`config.mk`:
```
export PLATFORM = sky130hd
export DESIGN_NAME = pdir_out_buf
export DESIGN_NICKNAME = d
export VERILOG_FILES = /design/src/hw/rtl/pdir_pkg.sv /design/src/hw/rtl/pdir_out_buf.sv
export SDC_FILE = /design/constraint.sdc
export NUM_CORES = 1
export LEC_CHECK = 0
export BUFFER_PORTS_ARGS = -buffer_cell sky130_fd_sc_hd__buf_2
export CAP_MARGIN = 5
export CORE_MARGIN = 1.5
export CORE_UTILIZATION = 36
export CTS_CLUSTER_DIAMETER = 150
export DETAILED_ROUTE_END_ITERATION = 7
export PLACE_DENSITY = 0.61
export SYNTH_ARGS = -nofsm -noshare
export SYNTH_HDL_FRONTEND = slang
export SYNTH_SLANG_ARGS = --single-unit
export TNS_END_PERCENT = 10
```
`constraint.sdc`:
```
create_clock -name clock -period 7.7 [get_ports clock]
set_input_delay 0.385 -clock clock [delete_from_list [all_inputs] [get_ports clock]]
set_output_delay 0.385 -clock clock [all_outputs]
set_load 0.05 [all_outputs]
```
`src/hw/rtl/pdir_pkg.sv`:
```
// ----------------------------------------------------------------------------
// pdir_pkg - shared definitions for the pulse-distance IR receiver
// Widths, register indexes, reset values, payload types and the checksum check.
// ----------------------------------------------------------------------------
package pdir_pkg;

   localparam int unsigned PACKET_BITS = 32;

   localparam int unsigned TIME_W  = 32;
   localparam int unsigned DATA_W  = 32;
   localparam int unsigned COUNT_W = 6;
   localparam int unsigned REG_W   = 16;
   localparam int unsigned INDEX_W = 3;

   // bit count at which a frame is complete: leader plus every data bit
   localparam logic [COUNT_W-1:0] FULL_COUNT = COUNT_W'(PACKET_BITS + 1);

   localparam logic [INDEX_W-1:0] REG_LEADER_MIN = 3'd0;
   localparam logic [INDEX_W-1:0] REG_LEADER_MAX = 3'd1;
   localparam logic [INDEX_W-1:0] REG_ONE_MIN    = 3'd2;
   localparam logic [INDEX_W-1:0] REG_ONE_MAX    = 3'd3;
   localparam logic [INDEX_W-1:0] REG_ZERO_MIN   = 3'd4;
   localparam logic [INDEX_W-1:0] REG_ZERO_MAX   = 3'd5;

   localparam logic [REG_W-1:0] LEADER_MIN_RST = 16'd10800;
   localparam logic [REG_W-1:0] LEADER_MAX_RST = 16'd16875;
   localparam logic [REG_W-1:0] ONE_MIN_RST    = 16'd1800;
   localparam logic [REG_W-1:0] ONE_MAX_RST    = 16'd2812;
   localparam logic [REG_W-1:0] ZERO_MIN_RST   = 16'd896;
   localparam logic [REG_W-1:0] ZERO_MAX_RST   = 16'd1400;

   localparam logic MODE_LEVEL = 1'b0;
   localparam logic MODE_TAKE  = 1'b1;

   typedef struct packed {
      logic              mode;
      logic              pin_level;
      logic [TIME_W-1:0] time_us;
   } req_type;

   typedef struct packed {
      logic [DATA_W-1:0]  packet;
      logic               data_ready;
      logic               checksum_ok;
      logic [COUNT_W-1:0] bit_count;
   } rsp_type;

   // top byte must match the XOR-mask fold of the lower 24 bits of the packet
   function automatic logic checksum_check(input logic [DATA_W-1:0] raw);
      logic [31:0] c;
      logic [7:0]  fold;
      c = ((raw << 2) & 32'h0203_FDFC) ^
          ((raw << 1) & 32'h01FE_01FE) ^
          (raw        & 32'h0003_FFFF) ^
          ((raw >> 1) & 32'h0002_0000) ^
          ((raw >> 2) & 32'h0001_FC00) ^
          ((raw >> 3) & 32'h0003_FE00) ^
          ((raw >> 4) & 32'h000E_03FC) ^
          ((raw >> 5) & 32'h0003_FE02);
      fold = c[7:0] ^ c[15:8] ^ c[23:16] ^ c[31:24];
      return raw[31:24] == fold;
   endfunction

endpackage

```
`src/hw/rtl/pdir_out_buf.sv`:
```
// ----------------------------------------------------------------------------
// pdir_out_buf - two-entry result buffer
// Output register plus skid register so input stays open while a result waits.
// ----------------------------------------------------------------------------
module pdir_out_buf import pdir_pkg::*; (
   input  logic    clock,
   input  logic    reset,
   input  logic    push,
   input  rsp_type push_data,
   output logic    push_ready,
   output logic    out_valid,
   input  logic    out_ready,
   output rsp_type out_data
);

   logic    out_valid_ff, out_valid_in;
   logic    skid_valid_ff, skid_valid_in;
   rsp_type out_ff, out_in;
   rsp_type skid_ff, skid_in;
   logic    drain;

   assign push_ready = !skid_valid_ff;
   assign drain      = out_valid_ff && out_ready;
   assign out_valid  = out_valid_ff;
   assign out_data   = out_ff;

   always_comb begin
      out_valid_in  = out_valid_ff;
      out_in        = out_ff;
      skid_valid_in = skid_valid_ff;
      skid_in       = skid_ff;
      if (!out_valid_ff || drain) begin
         // advance the skid entry first; no push can land while it is full
         if (skid_valid_ff) begin
            out_in        = skid_ff;
            out_valid_in  = 1'b1;
            skid_valid_in = 1'b0;
         end else begin
            out_in       = push_data;
            out_valid_in = push;
         end
      end else if (push) begin
         skid_in       = push_data;
         skid_valid_in = 1'b1;
      end
   end

   always_ff @(posedge clock) begin
      if (reset) begin
         out_valid_ff  <= 1'b0;
         skid_valid_ff <= 1'b0;
      end else begin
         out_valid_ff  <= out_valid_in;
         skid_valid_ff <= skid_valid_in;
      end
   end

   always_ff @(posedge clock) begin
      out_ff  <= out_in;
      skid_ff <= skid_in;
   end

endmodule

```
Word level (Yosys, flattened, before mapping)
Index checks and enable logic that the tools add are counted.

storage, ports and cells
  register bits = 82
  input bits = 44
  output and inout bits = 42

operators by class
  mux-type cells = 2
  bitwise logic cells = 1
  reductions and logical operators = 6

operators with widths
  kind                 number
  $mux W40             1
  $logic_not A1 Y1     2
  $reduce_and A2 Y1    1
  $reduce_or A2 Y1     1
  $logic_and A1 B1 Y1  1
  $logic_or A1 B1 Y1   1
  $mux W1              1
  $not A1 Y1           1

Depth between registers and ports, before layout
  depth after elaboration = 4
  mapped depth = 4

Least setup slack after synthesis
OpenSTA, ideal clock, no wires.

  path type = register to register
  start = reg out_valid_ff, in the netlist out_valid
  end = reg skid_ff[0] (netlist bit) (enable)
  setup time = 437 ps
  data arrival time = 3523 ps
  data required time = 7263 ps
  path slack = 3740 ps
  cell stages (with the launch flop) = 3
  buffers on the path = 0
  cell sequence = dfxtp_1 -> nand2b_1 -> nor2_1

between the ends
  cells in the longest elaborated chain, start to end = 4

RTL lines
  item                                                     RTL line                                source
  start, declared                                          pdir_out_buf.sv:16                      logic out_valid_ff, out_valid_in;
  start signal, assigned                                   pdir_out_buf.sv:53                      out_valid_ff <= out_valid_in;
  $logic_not A1 Y1 or $logic_and A1 B1 Y1 (tied branches)  pdir_out_buf.sv:32, pdir_out_buf.sv:23
  $logic_or A1 B1 Y1 *                                     pdir_out_buf.sv:32                      if (!out_valid_ff || drain) begin
  $not A1 Y1 (no line) *                                   n/a
  $reduce_and A2 Y1 (no line) *                            n/a
  end signal, assigned                                     pdir_out_buf.sv:60                      skid_ff <= skid_in;
  end, declared                                            pdir_out_buf.sv:19                      rsp_type skid_ff, skid_in;

Every way passes the cells marked *; elsewhere a longest branch is shown, timed or not.
A chain may end at the register's enable or synchronous reset.

Worst setup path in the final report
  start = reg out_valid_ff, in the netlist out_valid
  end = reg skid_ff[1] (netlist bit) (enable)

Same word-level chain as after synthesis.

==> results.md <==
* Max_slew headroom at roughly 26%
* Post-route cell area at 3800 sq um
* Post-synth cell types at 11
* R2R Path Start: out_valid$_SDFFE_PP0P_
* Worst Hold Launch: reset
* First-pass GRT wire length at just under 8 mm
* Crit end category: flip-flop
* Max Slew Vio Count at 0
* # IOs at between 80 and 90
* DRC at 0
* Initial Utilization at between 30% and 40%
* Total track usage at between 10 and 15%
* Final setup fails at 0
* Post-CTS Setup Bufs at 0
* Hpwl dp at between 3 and 4 mm
* Final worst path period share at a little under a third
* Sw Share at 26.0%
* Worst hold path type: primary input to flip-flop
* Worst vdd ir at ~74 uV
* Slowest stage cell on the critical path: nor2_4
* Unrepaired setup endpoints after global routing: no
* First DRT Iteration DRCs at 34
* CTS buffer count at 9
* FF+latch count, synth at 82
* Required time worst endpoint at 7.66 ns
* Syn Nets at 178
* Number of global-route vias before repair at about 1,500
* Vias per std cell at 4.30
* # fillers at between 700 and 800
* Net Sw Power at 0.234 mW
* Final WS setup at approximately 5.3 ns
* Area Overhead vs Synth at 20.4%
* Crit path DAT at roughly 2.4 ns
* CTS tree: done
* Hold WS at around 0.22 ns
* Syn avg cell area at between 20 and 25 sq um
* Top achievable clock speed at about 0.41 GHz
* Max Cap Violations at 0
* Kind of critical path: flip-flop to flip-flop
* Die area at between 9000 and 10,000 sq um
* Total number of vias at 1,444
* Final TNS setup at 0 ns
* CP startpoint kind: flip-flop
* Total power at between 0.8 and 0.9 mW
* Clock Latency Late Sink at ~0.34 ns
* Post-CTS sizing at 0
* Final WL at a little under 5 mm
* Non-Filler Instances at roughly 340
* Root Buffer: clkbuf_8
* Status: completed
* Internal at about 0.67 mW
* Place WS at about 5 ns
* DP Area at 3640 sq um
* Ant. Diodes at 0
* Routed WL per cell at between 10 and 15 um
* Final Hold Vio Count at 0
* GR Overflow Total at 0
* Post-route minimum period at about 2.4 ns
* Die width at roughly 97 um
* Yosys Warn Count at 0
* Layout cells sized above 1 at between 60% and 70%
* Comb power frac at 13.3%
* Post-Route Utilization at 45.6%
* CTS H-tree lvls at 3
* Drt pass-1 iters at 4
* Buffers added on ports at 85
* Seq. cell area at ~2400 sq um
* Critical-path maximum fanout at 43
* Clk buf depth at 2
* Power per cell area at around 240 nW/um^2
* CTS clk-pin slew, worst paths at approximately 0.08 ns
* Number of antenna-violating nets in the routed design at 0
* Inst Count DP at between 300 and 400
* Initial antenna violation count at 0
* Core ar. at between 8000 and 9000 sq um
* Seq/Total Area, Yosys at 77.3%
* Post-Syn Area at approximately 3200 sq um
* Clock group share of total power at 28.8%
* Reg2reg path depth at 2
* Sequential power share at 57.9%
* Crit-path cells: nand2b_2, nor2_4
* Area of the multi-input gates at about 630 sq um
* Least-Margin Pin Slew at 1.11 ns
* Clock sinks at just over 80
* Fin Clk Skew at 0.00680 ns
* # rows at 33
* Cts hold-fix bufs at 0
* LEAKAGE at 1.50 nW
* Chip height at roughly 97 um
* CP peak stage delay at between 1 and 1.5 ns
* Largest net degree at the start of global routing at between 40 and 50
* Hold Path Depth at 2
* # nets final at 270
* Cells after synthesis at between 100 and 150
* Placer Congestion at 0.671
* Beginning of the critical path: out_valid$_SDFFE_PP0P_
[state kept, by name, summed over array words and instances (netlist names)]
register / count
out_data: 40
skid_ff: 40
out_valid: 1
skid_valid_ff: 1
[final timing paths]
path                                              endpoint  slack, ns
worst max register to register        skid_ff[1]$_DFFE_PP_       5.28
worst min-delay path            skid_valid_ff$_SDFFE_PP0P_       0.22
worst max-delay path                  skid_ff[1]$_DFFE_PP_       5.28
worst min register to register      out_data[16]$_DFFE_PP_       0.55
[cell families after synthesis]
family / count (synthesis) / synth area share (%)
mux: 40 / 18.8
simple gates: 4 / 0.594
buf+inv: 7 / 3.13
flops: 82 / 77.3
compound gates: 1 / 0.158
[layer usage]
metal	vias up	global-route usage, %	wire length, um
li1	707	-	-
met1	672	13.5	2120
met2	54	17.9	2410
met3	11	4.05	288
met4	0	6.35	110
met5	-	0	0
[power by group through the flow]
stage               Sequential, mW  Clock [mW]  Combinational [mW]
floorplan                    0.591           0              0.0287
global placement             0.531           0               0.121
detailed placement           0.531           0               0.121
CTS                          0.521       0.270               0.121
global route                 0.523       0.288               0.126
finish                       0.521       0.259               0.119
[synthesized netlist by cell type]
cell	n	area share [%]
nor3_1	1	0.16
buf_6	1	0.36
nor2_1	2	0.24
mux2_2	2	0.71
edfxtp_1	80	76
a21oi_1	1	0.16
dfxtp_1	2	1.3
nand2b_1	1	0.20
mux2_4	38	18
inv_1	2	0.24
buf_12	4	2.5
[critical path: cells and delay by family, from the launching register on]
kind,cells,cell delay (ns)
AND/OR/NAND/NOR,2,1.68
flip-flops,1,0.35
[cell usage in the layout (no fill, tap or decap)]
master      Yosys  final
clkinv_1        0      1
dfxtp_1         2      1
clkbuf_1        0      1
nor2_4          0      1
buf_2           0     85
nor3_1          1      1
clkbuf_8        0      9
edfxtp_1       80     80
clkinv_2        0      3
clkinvlp_4      0      2
inv_1           2      2
nand2b_2        0      1
mux2_4         38     38
dfxtp_2         0      1
a21oi_1         1      1
buf_4           0      1
mux2_2          2      2
nor2_1          2      1
[layout make-up]
cell class	count	area share [%]
multi-input combinational	45	16.5
tap	105	3.45
inverter	2	0.197
sequential	82	64.2
timing repair buffer	86	11.4
clock buffer	10	3.36
clock inverter	6	0.888
Note: power is estimated with default switching activity, not from simulation.
